File: config.mk
export PLATFORM = sky130hd
export DESIGN_NAME = eep_front_flat
export DESIGN_NICKNAME = d
export VERILOG_FILES = /design/src/hdl/eep_pkg.sv /design/src/hdl/eep_req_if.sv /design/src/hdl/eep_front.sv /design/src/flat_wrapper.sv
export SDC_FILE = /design/constraint.sdc
export NUM_CORES = 1
export LEC_CHECK = 0
export ABC_AREA = 1
export BUFFER_PORTS_ARGS = -buffer_cell sky130_fd_sc_hd__buf_2
export CAP_MARGIN = 25
export CORE_UTILIZATION = 45
export DETAILED_ROUTE_END_ITERATION = 7
export PLACE_DENSITY = 0.8
export SETUP_SLACK_MARGIN = 0.3
export SLEW_MARGIN = 20
export SYNTH_ARGS = -nofsm -noshare
export SYNTH_HDL_FRONTEND = slang
export SYNTH_SLANG_ARGS = --single-unit
File: constraint.sdc
create_clock -name clk_i -period 1.7 [get_ports clk_i]
set_input_delay 0.255 -clock clk_i [delete_from_list [all_inputs] [get_ports clk_i]]
set_output_delay 0.255 -clock clk_i [all_outputs]
set_load 0.02 [all_outputs]
File: src/hdl/eep_pkg.sv
// Shared types and constants for the internal EEPROM port controller.
package eep_pkg;

  localparam int unsigned SEL_ADDR_W  = 10;
  localparam int unsigned QUEUE_DEPTH = 2;
  localparam int unsigned QPTR_W      = $clog2(QUEUE_DEPTH);
  localparam int unsigned QCNT_W      = $clog2(QUEUE_DEPTH + 1);

  localparam logic       OP_READ  = 1'b0;
  localparam logic       OP_WRITE = 1'b1;

  localparam logic [2:0] SEL_DATA_LO = 3'd0;
  localparam logic [2:0] SEL_DATA_HI = 3'd1;
  localparam logic [2:0] SEL_ADDR_LO = 3'd2;
  localparam logic [2:0] SEL_ADDR_HI = 3'd3;
  localparam logic [2:0] SEL_CMD     = 3'd4;

  localparam int unsigned CMD_SUB_BIT   = 6;
  localparam int unsigned CMD_WRITE_BIT = 5;
  localparam int unsigned CMD_READ_BIT  = 4;

  localparam logic [1:0] SUB_WRITE_DISABLE = 2'd0;
  localparam logic [1:0] SUB_WRITE_ALL     = 2'd1;
  localparam logic [1:0] SUB_ERASE_ALL     = 2'd2;
  localparam logic [1:0] SUB_WRITE_ENABLE  = 2'd3;

  localparam logic [1:0] OPCODE_EXTENDED = 2'd0;

  localparam logic [7:0] ACK_WRITE = 8'h02;
  localparam logic [7:0] ACK_READ  = 8'h01;
  localparam logic [7:0] ACK_IDLE  = 8'h03;

  typedef enum logic [2:0] {
    KIND_RD_DATA,
    KIND_WR_DATA,
    KIND_RD_ADDR,
    KIND_WR_ADDR,
    KIND_RD_STATUS,
    KIND_WR_CMD,
    KIND_RD_ZERO,
    KIND_WR_NONE
  } item_kind_e;

  typedef struct packed {
    item_kind_e kind;
    logic       hi;
    logic [7:0] wdata;
  } queue_entry_t;

  typedef struct packed {
    logic         valid;
    queue_entry_t entry;
  } queue_head_t;

endpackage

File: src/hdl/eep_req_if.sv
// Request channel carrying one bus access per transfer.
interface eep_req_if;
  logic       valid;
  logic       ready;
  logic       op;
  logic [2:0] reg_sel;
  logic [7:0] wdata;

  modport source (output valid, output op, output reg_sel, output wdata, input ready);
  modport sink (input valid, input op, input reg_sel, input wdata, output ready);
endinterface

File: src/hdl/eep_front.sv
// Front end that accepts bus accesses, classifies them and queues them.
module eep_front (
  input  logic               clk_i,
  input  logic               rst_ni,
  eep_req_if.sink            req_i,
  input  logic               pop_i,
  output eep_pkg::queue_head_t head_o
);

  eep_pkg::queue_entry_t             entries_q [eep_pkg::QUEUE_DEPTH];
  eep_pkg::queue_entry_t             class_d;
  logic [eep_pkg::QPTR_W-1:0]        wr_ptr_q;
  logic [eep_pkg::QPTR_W-1:0]        rd_ptr_q;
  logic [eep_pkg::QCNT_W-1:0]        count_q;
  logic                              push;

  assign req_i.ready = (count_q != eep_pkg::QCNT_W'(eep_pkg::QUEUE_DEPTH));
  assign push        = req_i.valid && req_i.ready;

  always_comb begin
    class_d.wdata = req_i.wdata;
    class_d.hi    = (req_i.reg_sel == eep_pkg::SEL_DATA_HI) ||
                    (req_i.reg_sel == eep_pkg::SEL_ADDR_HI);
    unique case (req_i.reg_sel)
      eep_pkg::SEL_DATA_LO, eep_pkg::SEL_DATA_HI: begin
        class_d.kind = (req_i.op == eep_pkg::OP_WRITE) ? eep_pkg::KIND_WR_DATA
                                                       : eep_pkg::KIND_RD_DATA;
      end
      eep_pkg::SEL_ADDR_LO, eep_pkg::SEL_ADDR_HI: begin
        class_d.kind = (req_i.op == eep_pkg::OP_WRITE) ? eep_pkg::KIND_WR_ADDR
                                                       : eep_pkg::KIND_RD_ADDR;
      end
      eep_pkg::SEL_CMD: begin
        class_d.kind = (req_i.op == eep_pkg::OP_WRITE) ? eep_pkg::KIND_WR_CMD
                                                       : eep_pkg::KIND_RD_STATUS;
      end
      default: begin
        class_d.kind = (req_i.op == eep_pkg::OP_WRITE) ? eep_pkg::KIND_WR_NONE
                                                       : eep_pkg::KIND_RD_ZERO;
      end
    endcase
  end

  always_ff @(posedge clk_i) begin
    if (push) begin
      entries_q[wr_ptr_q] <= class_d;
    end
  end

  always_ff @(posedge clk_i or negedge rst_ni) begin
    if (!rst_ni) begin
      wr_ptr_q <= '0;
      rd_ptr_q <= '0;
      count_q  <= '0;
    end else begin
      if (push) begin
        wr_ptr_q <= (wr_ptr_q == eep_pkg::QPTR_W'(eep_pkg::QUEUE_DEPTH - 1)) ? '0
                    : wr_ptr_q + eep_pkg::QPTR_W'(1);
      end
      if (pop_i) begin
        rd_ptr_q <= (rd_ptr_q == eep_pkg::QPTR_W'(eep_pkg::QUEUE_DEPTH - 1)) ? '0
                    : rd_ptr_q + eep_pkg::QPTR_W'(1);
      end
      if (push && !pop_i) begin
        count_q <= count_q + eep_pkg::QCNT_W'(1);
      end else if (!push && pop_i) begin
        count_q <= count_q - eep_pkg::QCNT_W'(1);
      end
    end
  end

  assign head_o.valid = (count_q != '0);
  assign head_o.entry = entries_q[rd_ptr_q];

endmodule

File: src/flat_wrapper.sv
// flat-port wrapper written by rule: the top's interface ports become plain ports
module eep_front_flat 
  (clk_i, rst_ni, pop_i, head_o, req_i_valid, req_i_op, req_i_reg_sel, req_i_wdata, req_i_ready);
  eep_req_if req_i_i ();
  input  logic clk_i;
  input  logic rst_ni;
  input  logic pop_i;
  output eep_pkg::queue_head_t head_o;
  input wire logic [$bits(req_i_i.valid)-1:0] req_i_valid;
  input wire logic [$bits(req_i_i.op)-1:0] req_i_op;
  input wire logic [$bits(req_i_i.reg_sel)-1:0] req_i_reg_sel;
  input wire logic [$bits(req_i_i.wdata)-1:0] req_i_wdata;
  output wire logic [$bits(req_i_i.ready)-1:0] req_i_ready;
  assign req_i_i.valid = req_i_valid;
  assign req_i_i.op = req_i_op;
  assign req_i_i.reg_sel = req_i_reg_sel;
  assign req_i_i.wdata = req_i_wdata;
  assign req_i_ready = req_i_i.ready;
  eep_front u_core (.clk_i(clk_i), .rst_ni(rst_ni), .req_i(req_i_i), .pop_i(pop_i), .head_o(head_o));
endmodule
# Word level (Yosys, flattened, before mapping)

Memory sizes are Yosys's and may differ from the RTL's.
Index checks and enable logic that the tools add are counted.
W data, S select, Z words.

Bits in registers: 4
Memory bits (writable): 24
Bits of input ports: 16
Output and inout bits: 14
Word-level logic and storage cells: 35
Memories: 1

$add $sub $neg: 4
Eq/ne operators: 5
Mux-type cells: 11
Reduce and logical (&&, ||, !) cells: 11

Memory list:

| name             | depth | bits a word | read ports | clocked after Yosys merged registers in | write ports | RTL line        | source |
|---|---|---|---|---|---|---|---|
| u_core.entries_q | 2     | 12          | 1          | 0                                       | 1           | eep_front.sv:10 | `eep_pkg::queue_entry_t entries_q [eep_pkg::QUEUE_DEPTH];` |

Operator list:

| cell                  | number |
|---|---|
| $pmux W3 S3           | 1 |
| $mux W1               | 8 |
| $eq A3 B2 Y1 const B  | 2 |
| $mux W2               | 2 |
| $reduce_bool A2 Y1    | 2 |
| $reduce_or A2 Y1      | 2 |
| $eq A3 B1 Y1 const B  | 1 |
| $eq A3 B3 Y1 const B  | 1 |
| $logic_and A1 B1 Y1   | 3 |
| $logic_not A3 Y1      | 1 |
| $add A1 B1 Y1 const B | 2 |
| $add A2 B1 Y2 const B | 1 |
| $logic_not A1 Y1      | 2 |
| $ne A2 B2 Y1 const B  | 1 |
| $sub A2 B1 Y2 const B | 1 |
| $logic_or A1 B1 Y1    | 1 |

# Depth between registers and ports, before layout

Gate-level depths: netlist of run 1.

Depth after elaboration: 6
Gate-level depth with buffers: 10
Gate-level depth less buffers: 10

# Worst setup path before layout of run 1

No wires, ideal clock.

Kind: reg-to-reg
Start point: register u_core.count_q[0] in the netlist's numbering
End point: memory u_core.entries_q[1][0] in the netlist's numbering, enable pin
Library setup time: 380 ps
Arrival: 1,295 ps
Data required time: 1,320 ps
Slack: 25 ps
Stages on the path, launching flop included: 5
Path buffers: 0
Period minus slack after synthesis: 1,675 ps
Cells stage by stage: dfrtp_1 -> inv_1 -> nand2_1 -> nand2_1 -> nor2_1

Word-level cells in the longest chain between the ends: 4

RTL lines:

| item                          | RTL line           | source |
|---|---|---|
| from (decl)                   | eep_front.sv:14    | `logic [eep_pkg::QCNT_W-1:0] count_q;` |
| from (signal assigned)        | eep_front.sv:65    | `count_q <= count_q + eep_pkg::QCNT_W'(1);` |
| from (signal assigned)        | eep_front.sv:67    | `count_q <= count_q - eep_pkg::QCNT_W'(1);` |
| $ne A2 B2 Y1                  | eep_front.sv:17    | `assign req_i.ready = (count_q != eep_pkg::QCNT_W'(eep_pkg::QUEUE_DEPTH));` |
| named net req_i_ready         | flat_wrapper.sv:13 | `output wire logic [$bits(req_i_i.ready)-1:0] req_i_ready;` |
| $logic_and A1 B1 Y1           | eep_front.sv:18    | `assign push = req_i.valid && req_i.ready;` |
| $mux W1                       | eep_front.sv:45    | `if (push) begin` |
| $mux W1 (implied by the code) | eep_front.sv:46    | `entries_q[wr_ptr_q] <= class_d;` |
| to (decl)                     | eep_front.sv:10    |  |

The timed path passes the listed nets, and every way through them passes these cells.

==> results.sh, run 1 <==
export IMPL_syn_cell_area_sq_um=1130
export IMPL_yosys_cell_types_count=15
export IMPL_io_pins=30
export IMPL_crit_arrival_ns=1.36
export IMPL_most_common_library_cell_in_the_layout_ignoring_fill_and_taps="sky130_fd_sc_hd__edfxtp_1"
export IMPL_post_dp_cell_area_sq_um=1340
export IMPL_ant_nets=0
export IMPL_rows=17
export IMPL_totalNegativeSetupSlack_ns=0
export IMPL_initial_util=0.492
export IMPL_drcViolationCount=0
export IMPL_clock_tree_htree_level_count=1
export IMPL_final_cell_area_sq_um=1450
export IMPL_detailed_router_iteration_count_before_antenna_repair=4
export IMPL_power_density_cell_area_nw_per_um2=1650
export IMPL_post_route_cells_drive_above_1_share=0.533
export IMPL_clk_tree_root_cell="sky130_fd_sc_hd__clkbuf_4"
export IMPL_r2r_cells=9
export IMPL_layout_cells_most_common_list="sky130_fd_sc_hd__edfxtp_1, sky130_fd_sc_hd__buf_2, sky130_fd_sc_hd__mux2_4"
export IMPL_timing_fmax_mhz=620
export IMPL_die_outline_area_sq_um=2710
export IMPL_startpoint_types="register"
export IMPL_crit_type="reg -> out"
export IMPL_cts_inserted_buffers=3
export IMPL_die_width_um=52.1
export IMPL_critPathMaxFanout=3
export IMPL_synth_sequential_area_ratio=0.726
export IMPL_startpoint="u_core.rd_ptr_q$_DFFE_PN0P_"
export IMPL_place_detailed_instances=126
export IMPL_timing_clock_skew_ns=0.00154
export IMPL_dr_first_iter_drc_count=13
export IMPL_grtUsageTotal=0.143
export IMPL_first_pass_grt_wire_length_um=2690
export IMPL_finalWirelength_um=1710
export IMPL_synth_yosys_warnings=0
export IMPL_globalRoute_totalOverflow=0
export IMPL_slew_limit_headroom=0.889
export IMPL_synthesized_area_per_cell_sq_um=16.9
export IMPL_detailed_place_hpwl_um=1260
export IMPL_first_global_vias=628
export IMPL_cts_tree="yes"
export IMPL_run_status="finished clean"
export IMPL_layout_filler_cells=176
export IMPL_gp_congestion=0.638
export IMPL_num_antenna_cells=0
export IMPL_stdcell_count=133
export IMPL_synth_seq_cells=28
export IMPL_worst_endpoint_required_ns=1.44
export IMPL_nets=123
export IMPL_unrepaired_setup_endpoints_after_global_routing="yes"
export IMPL_clk_pin_slew_ns=0.14
export IMPL_reg2reg_to="u_core.count_q[1]$_DFFE_PN0P_"
export IMPL_vdd_ir_drop_max_v=0.000909
export IMPL_end_point_of_the_critical_path="head_o[8]"
export IMPL_setup_slack_reg_to_reg_ns=0.43
export IMPL_detail_route_vias_per_cell=4.76
export IMPL_grt_start_max_net_pins=16
export IMPL_critical_path_reg2reg_startpoint="u_core.count_q[0]$_DFFE_PN0P_"
export IMPL_route_vias_total=633
export IMPL_clock_sink_count=28
export IMPL_timing_critical_path_to_type="primary output"
export IMPL_min_period_over_period=0.949
export IMPL_die_height_um=52.1
export IMPL_static_leakage_power_uw=0.000628
export IMPL_post_synthesis_instance_total=67
export IMPL_slew_violations=0
export IMPL_area_growth_pct=28.5
export IMPL_finalCriticalPeriod_ns=1.61
export IMPL_ctsLongestPathBuffers=2
export IMPL_synth_fp_nets=84
export IMPL_post_drt_wl_per_cell_um=12.9
export IMPL_port_buffers=29
export IMPL_worst_skew_pair_late_latency_ns=0.32
export IMPL_setup_viol=0
export IMPL_antenna_found_initial=0
export IMPL_timing_hold_worst_path_depth=1
export IMPL_drv_max_cap_violation_count=0
export IMPL_core_region_area_sq_um=2300
export IMPL_worst_pin_slew_ns=0.166
export IMPL_hold_worst_slack_ns=0.116
export IMPL_timing_hold_violations_final=0
export IMPL_hold_class="in -> reg"
sequential cells by signal (all words and copies together) (netlist names):
name              count
u_core.count_q        2
u_core.entries_q     24
u_core.rd_ptr_q       1
u_core.wr_ptr_q       1
how the worst min path moves through the flow:
stage	start	end	slack (ns)
6_report	req_i_op	u_core.entries_q[1][9]$_DFFE_PP_	0.12
5_1_grt	req_i_wdata[4]	u_core.entries_q[1][4]$_DFFE_PP_	0.09
4_1_cts	req_i_op	u_core.entries_q[1][9]$_DFFE_PP_	0.10
3_5_place_dp	rst_ni	u_core.count_q[1]$_DFFE_PN0P_	0.07
3_3_place_gp	rst_ni	u_core.count_q[1]$_DFFE_PN0P_	0.07
2_1_floorplan	rst_ni	u_core.count_q[0]$_DFFE_PN0P_	-0.04
metrics by stage:
| stage | power [uW] | worst slack [ns] | utilization |
|---|---|---|---|
| final | 2400 | 0.0866 | 0.632 |
| after global routing | 2540 | 0.0109 | 0.632 |
| after CTS | 2390 | 0.0677 | 0.624 |
| after detailed placement | 1990 | 0.272 | 0.581 |
| after global placement | 1960 | 0.351 | 0.581 |
| after floorplan | 1720 | 0.316 | - |
critical path, cell delays in order (launching register included):
cell and delay (ns):
sky130_fd_sc_hd__dfrtp_1 0.41, sky130_fd_sc_hd__buf_4 0.15, sky130_fd_sc_hd__mux2_2 0.32, sky130_fd_sc_hd__buf_2 0.16
power by group:
part	internal (uW)	switching (uW)	leakage [uW]
clock network	85.9	179	0.0000154
logic	559	561	0.000342
registers	949	65.8	0.000270
total	1590	806	0.000628
routing by layer:
metal,track usage,part of all wire,vias up
met3,0.0351,0.051,2
met5,0,0,-
li1,-,-,311
met4,0.0676,0.0099,0
met2,0.239,0.51,19
met1,0.170,0.43,301
layout make-up:
cell class              count  area [sq um]  share of cell area
clock buffers               3          22.5              0.0155
clock inverters             1          3.75             0.00259
inverters                   8          30.0              0.0207
multi-input cells          29           292               0.201
flip-flops and latches     28           821               0.566
well taps                  28          35.0              0.0241
repair buffers             36           248               0.171
cell families after synthesis:
group,share of synthesized area
DFF,0.726
adders and majority gates,0.0111
AOI/OAI and AO/OA,0.00665
buffers and inverters,0.0399
muxes,0.149
and+or+nand+nor,0.0432
xor gates and xnor gates,0.0233
Yosys cell counts:
master,instances,share of area
sky130_fd_sc_hd__edfxtp_1,24,0.64
sky130_fd_sc_hd__mux2_4,9,0.12
sky130_fd_sc_hd__inv_1,8,0.027
sky130_fd_sc_hd__nand2_1,7,0.023
sky130_fd_sc_hd__dfrtp_1,4,0.089
sky130_fd_sc_hd__mux2_2,3,0.030
sky130_fd_sc_hd__nor2_1,3,0.010
sky130_fd_sc_hd__xor2_1,2,0.016
sky130_fd_sc_hd__a21o_1,1,0.0066
sky130_fd_sc_hd__buf_6,1,0.010
sky130_fd_sc_hd__clkbuf_1,1,0.0033
sky130_fd_sc_hd__ha_1,1,0.011
sky130_fd_sc_hd__nand3_1,1,0.0044
sky130_fd_sc_hd__nand4_1,1,0.0055
sky130_fd_sc_hd__xnor2_1,1,0.0078
repair_timing:
action	4_1_cts	5_1_grt
endpoints found under the hold margin	4	0
setup buffers	2	0
hold buffers	1	0
endpoints found under the setup margin	13	13
resized for setup	14	4
(Power assumes the default switching activity.)
==> run 2, diff against run 1 <==
--- a/config.mk
+++ b/config.mk
@@ -8,9 +8,11 @@
 export ABC_AREA = 1
 export BUFFER_PORTS_ARGS = -buffer_cell sky130_fd_sc_hd__buf_2
 export CAP_MARGIN = 25
-export CORE_UTILIZATION = 45
+export CELL_PAD_IN_SITES_DETAIL_PLACEMENT = 2
+export CELL_PAD_IN_SITES_GLOBAL_PLACEMENT = 2
+export CORE_UTILIZATION = 35
 export DETAILED_ROUTE_END_ITERATION = 7
-export PLACE_DENSITY = 0.8
+export PLACE_DENSITY = 0.86
 export SETUP_SLACK_MARGIN = 0.3
 export SLEW_MARGIN = 20
 export SYNTH_ARGS = -nofsm -noshare
==> constraint.sdc (replaced) <==
create_clock -name clk_i -period 1.65 [get_ports clk_i]
set_input_delay 0.2475 -clock clk_i [delete_from_list [all_inputs] [get_ports clk_i]]
set_output_delay 0.2475 -clock clk_i [all_outputs]
set_load 0.02 [all_outputs]
==> run 2 against run 1 <==
Against the previous run:
- the flow now finishes with violations (negative setup slack)
- wire length rose by 41%
- global-route usage grew 1.0 points
- sequential power is 6% higher
- cell count grew 14%
- utilization shrank 9.6 points
- setup slack worse by 0.10 ns
- register-to-register slack lost 0.10 ns
- critical path depth stayed put
- critical endpoint is now head_o[4]
==> results.sh, run 2 (synthesized netlist as in run 1, its figures left out) <==
export IMPL_run_status="finished with violations"
export IMPL_violated_checks="negative setup slack"
export IMPL_worst_endpoint_required_ns=1.40
export IMPL_slew_violations=0
export IMPL_port_buffers=29
export IMPL_detail_route_vias_per_cell=4.44
export IMPL_post_dp_cell_area_sq_um=1370
export IMPL_unrepaired_setup_endpoints_after_global_routing="yes"
export IMPL_ant_nets=0
export IMPL_timing_clock_skew_ns=0.0135
export IMPL_finalPower_uw=3030
export IMPL_detailed_router_iteration_count_before_antenna_repair=3
export IMPL_rows=20
export IMPL_clock_tree_htree_level_count=1
export IMPL_gp_congestion=0.636
export IMPL_crit_arrival_ns=1.42
export IMPL_drv_max_cap_violation_count=0
export IMPL_power_density_cell_area_nw_per_um2=1850
export IMPL_worst_pin_slew_ns=0.372
export IMPL_detailed_place_hpwl_um=1720
export IMPL_timing_fmax_mhz=601
export IMPL_min_period_over_period=1.01
export IMPL_most_common_library_cell_in_the_layout_ignoring_fill_and_taps="sky130_fd_sc_hd__edfxtp_1"
export IMPL_crit_type="reg -> out"
export IMPL_globalRoute_totalOverflow=0
export IMPL_clock_network_fraction_of_design_power=0.150
export IMPL_post_route_worst_setup_slack_ns=-0.0149
export IMPL_finalWirelength_um=2410
export IMPL_worst_skew_pair_late_latency_ns=0.34
export IMPL_io_pins=30
export IMPL_critical_path_slowest_cell="sky130_fd_sc_hd__dfrtp_2"
export IMPL_clk_pin_slew_ns=0.16
export IMPL_dr_first_iter_drc_count=6
export IMPL_clk_tree_root_cell="sky130_fd_sc_hd__clkbuf_4"
export IMPL_hold_class="in -> reg"
export IMPL_first_global_vias=748
export IMPL_initial_util=0.370
export IMPL_cts_tree="yes"
export IMPL_setup_viol=6
export IMPL_crit_path_cell_trace="buf_6 > mux2_4 > buf_6"
export IMPL_layout_cells_most_common_list="sky130_fd_sc_hd__edfxtp_1, sky130_fd_sc_hd__buf_6, sky130_fd_sc_hd__buf_2"
export IMPL_critPathMaxFanout=4
export IMPL_nets=125
export IMPL_grt_start_max_net_pins=17
export IMPL_startpoint_types="register"
export IMPL_worst_path_most_repeated_cell="sky130_fd_sc_hd__buf_6"
export IMPL_finalCriticalPeriod_ns=1.66
export IMPL_p_seq_frac=0.357
export IMPL_layout_top_registers="u_core.entries_q (24), u_core.count_q (2)"
export IMPL_die_outline_area_sq_um=3460
export IMPL_timing_hold_violations_final=0
export IMPL_internal_pwr_total_uw=2030
export IMPL_core_region_area_sq_um=3050
export IMPL_p_sw_uw=998
export IMPL_die_width_um=58.8
export IMPL_antenna_found_initial=0
export IMPL_cts_inserted_buffers=3
export IMPL_clock_sink_count=28
export IMPL_layout_filler_cells=288
export IMPL_timing_critical_path_to_type="primary output"
export IMPL_largest_register_by_flop_count="u_core.entries_q"
export IMPL_ctsLongestPathBuffers=2
export IMPL_cp_num_buf_inv=2
export IMPL_power_switching_share=0.329
export IMPL_route_vias_total=671
export IMPL_area_growth_pct=44.7
export IMPL_post_route_cells_drive_above_1_share=0.607
export IMPL_power_frac_comb=0.493
export IMPL_num_antenna_cells=0
export IMPL_slew_limit_headroom=0.752
export IMPL_grtUsageTotal=0.153
export IMPL_die_height_um=58.8
export IMPL_post_drt_wl_per_cell_um=16.0
export IMPL_final_cell_area_sq_um=1640
export IMPL_drcViolationCount=0
export IMPL_maximum_cell_stage_delay_along_the_critical_path_ns=0.49
export IMPL_static_leakage_power_uw=0.000694
export IMPL_kind_of_cell_with_the_highest_combined_delay_on_the_critical_path="flip-flops"
export IMPL_vdd_ir_drop_max_v=0.000769
export IMPL_largest_register_ff_count=24
export IMPL_first_pass_grt_wire_length_um=3680
==> run 2: area by class of cell <==
cell class	count	area, sq um	area share
clock inverter	1	30.0	0.0184
timing repair buffer	38	339	0.207
tap	44	55.1	0.0337
inverter	8	32.5	0.0199
sequential	28	822	0.503
clock buffer	3	22.5	0.0138
multi-input combinational	29	334	0.204
==> run 2: metrics by stage <==
step / hold slack (ns) / util / setup TNS [ns] / setup slack, ns / cells
after floorplan: -0.0481 / - / 0 / 0.304 / 67
after global placement: 0.0605 / 0.448 / 0 / 0.277 / 141
after detailed placement: 0.0601 / 0.448 / 0 / 0.208 / 141
after CTS: 0.0722 / 0.520 / -0.170 / -0.0269 / 149
after global routing: 0.0569 / 0.536 / -0.643 / -0.0661 / 151
final: 0.0820 / 0.536 / -0.0502 / -0.0149 / 151
==> run 2: what timing repair did <==
action	CTS	global route
hold buffers	1	0
setup buffers	3	2
resized for setup	34	9
endpoints found under the setup margin	27	27
pin swaps	1	4
endpoints found under the hold margin	4	0
==> run 2: power groups by stage <==
stage | clock network, uW | registers, uW | logic (uW)
detailed placement | 0 | 1110 | 1030
global route | 490 | 1110 | 1590
CTS | 469 | 1090 | 1400
finish | 455 | 1080 | 1490
global placement | 0 | 1080 | 985
floorplan | 0 | 1060 | 751
==> run 2: final timing paths <==
check	startpoint	to	slack [ns]	cells past startpoint
max in group asynchronous	rst_ni	u_core.rd_ptr_q$_DFFE_PN0P_	1.31	2
min in group asynchronous	rst_ni	u_core.count_q[1]$_DFFE_PN0P_	0.21	2
worst max-delay path	u_core.rd_ptr_q$_DFFE_PN0P_	head_o[4]	-0.01	3
worst max register to register	u_core.count_q[1]$_DFFE_PN0P_	u_core.entries_q[0][0]$_DFFE_PP_	0.33	3
worst min register to register	u_core.count_q[1]$_DFFE_PN0P_	u_core.count_q[1]$_DFFE_PN0P_	0.58	2
worst min-delay path	req_i_wdata[1]	u_core.entries_q[0][1]$_DFFE_PP_	0.08	1
==> run 2: metal layers <==
metal  global-route usage  wire (um)  vias to the layer above
li1                     -          -                      318
met1                0.169        943                      329
met2                0.282       1320                       20
met3               0.0330         99                        4
met4               0.0612         46                        0
met5                    0          0                        -
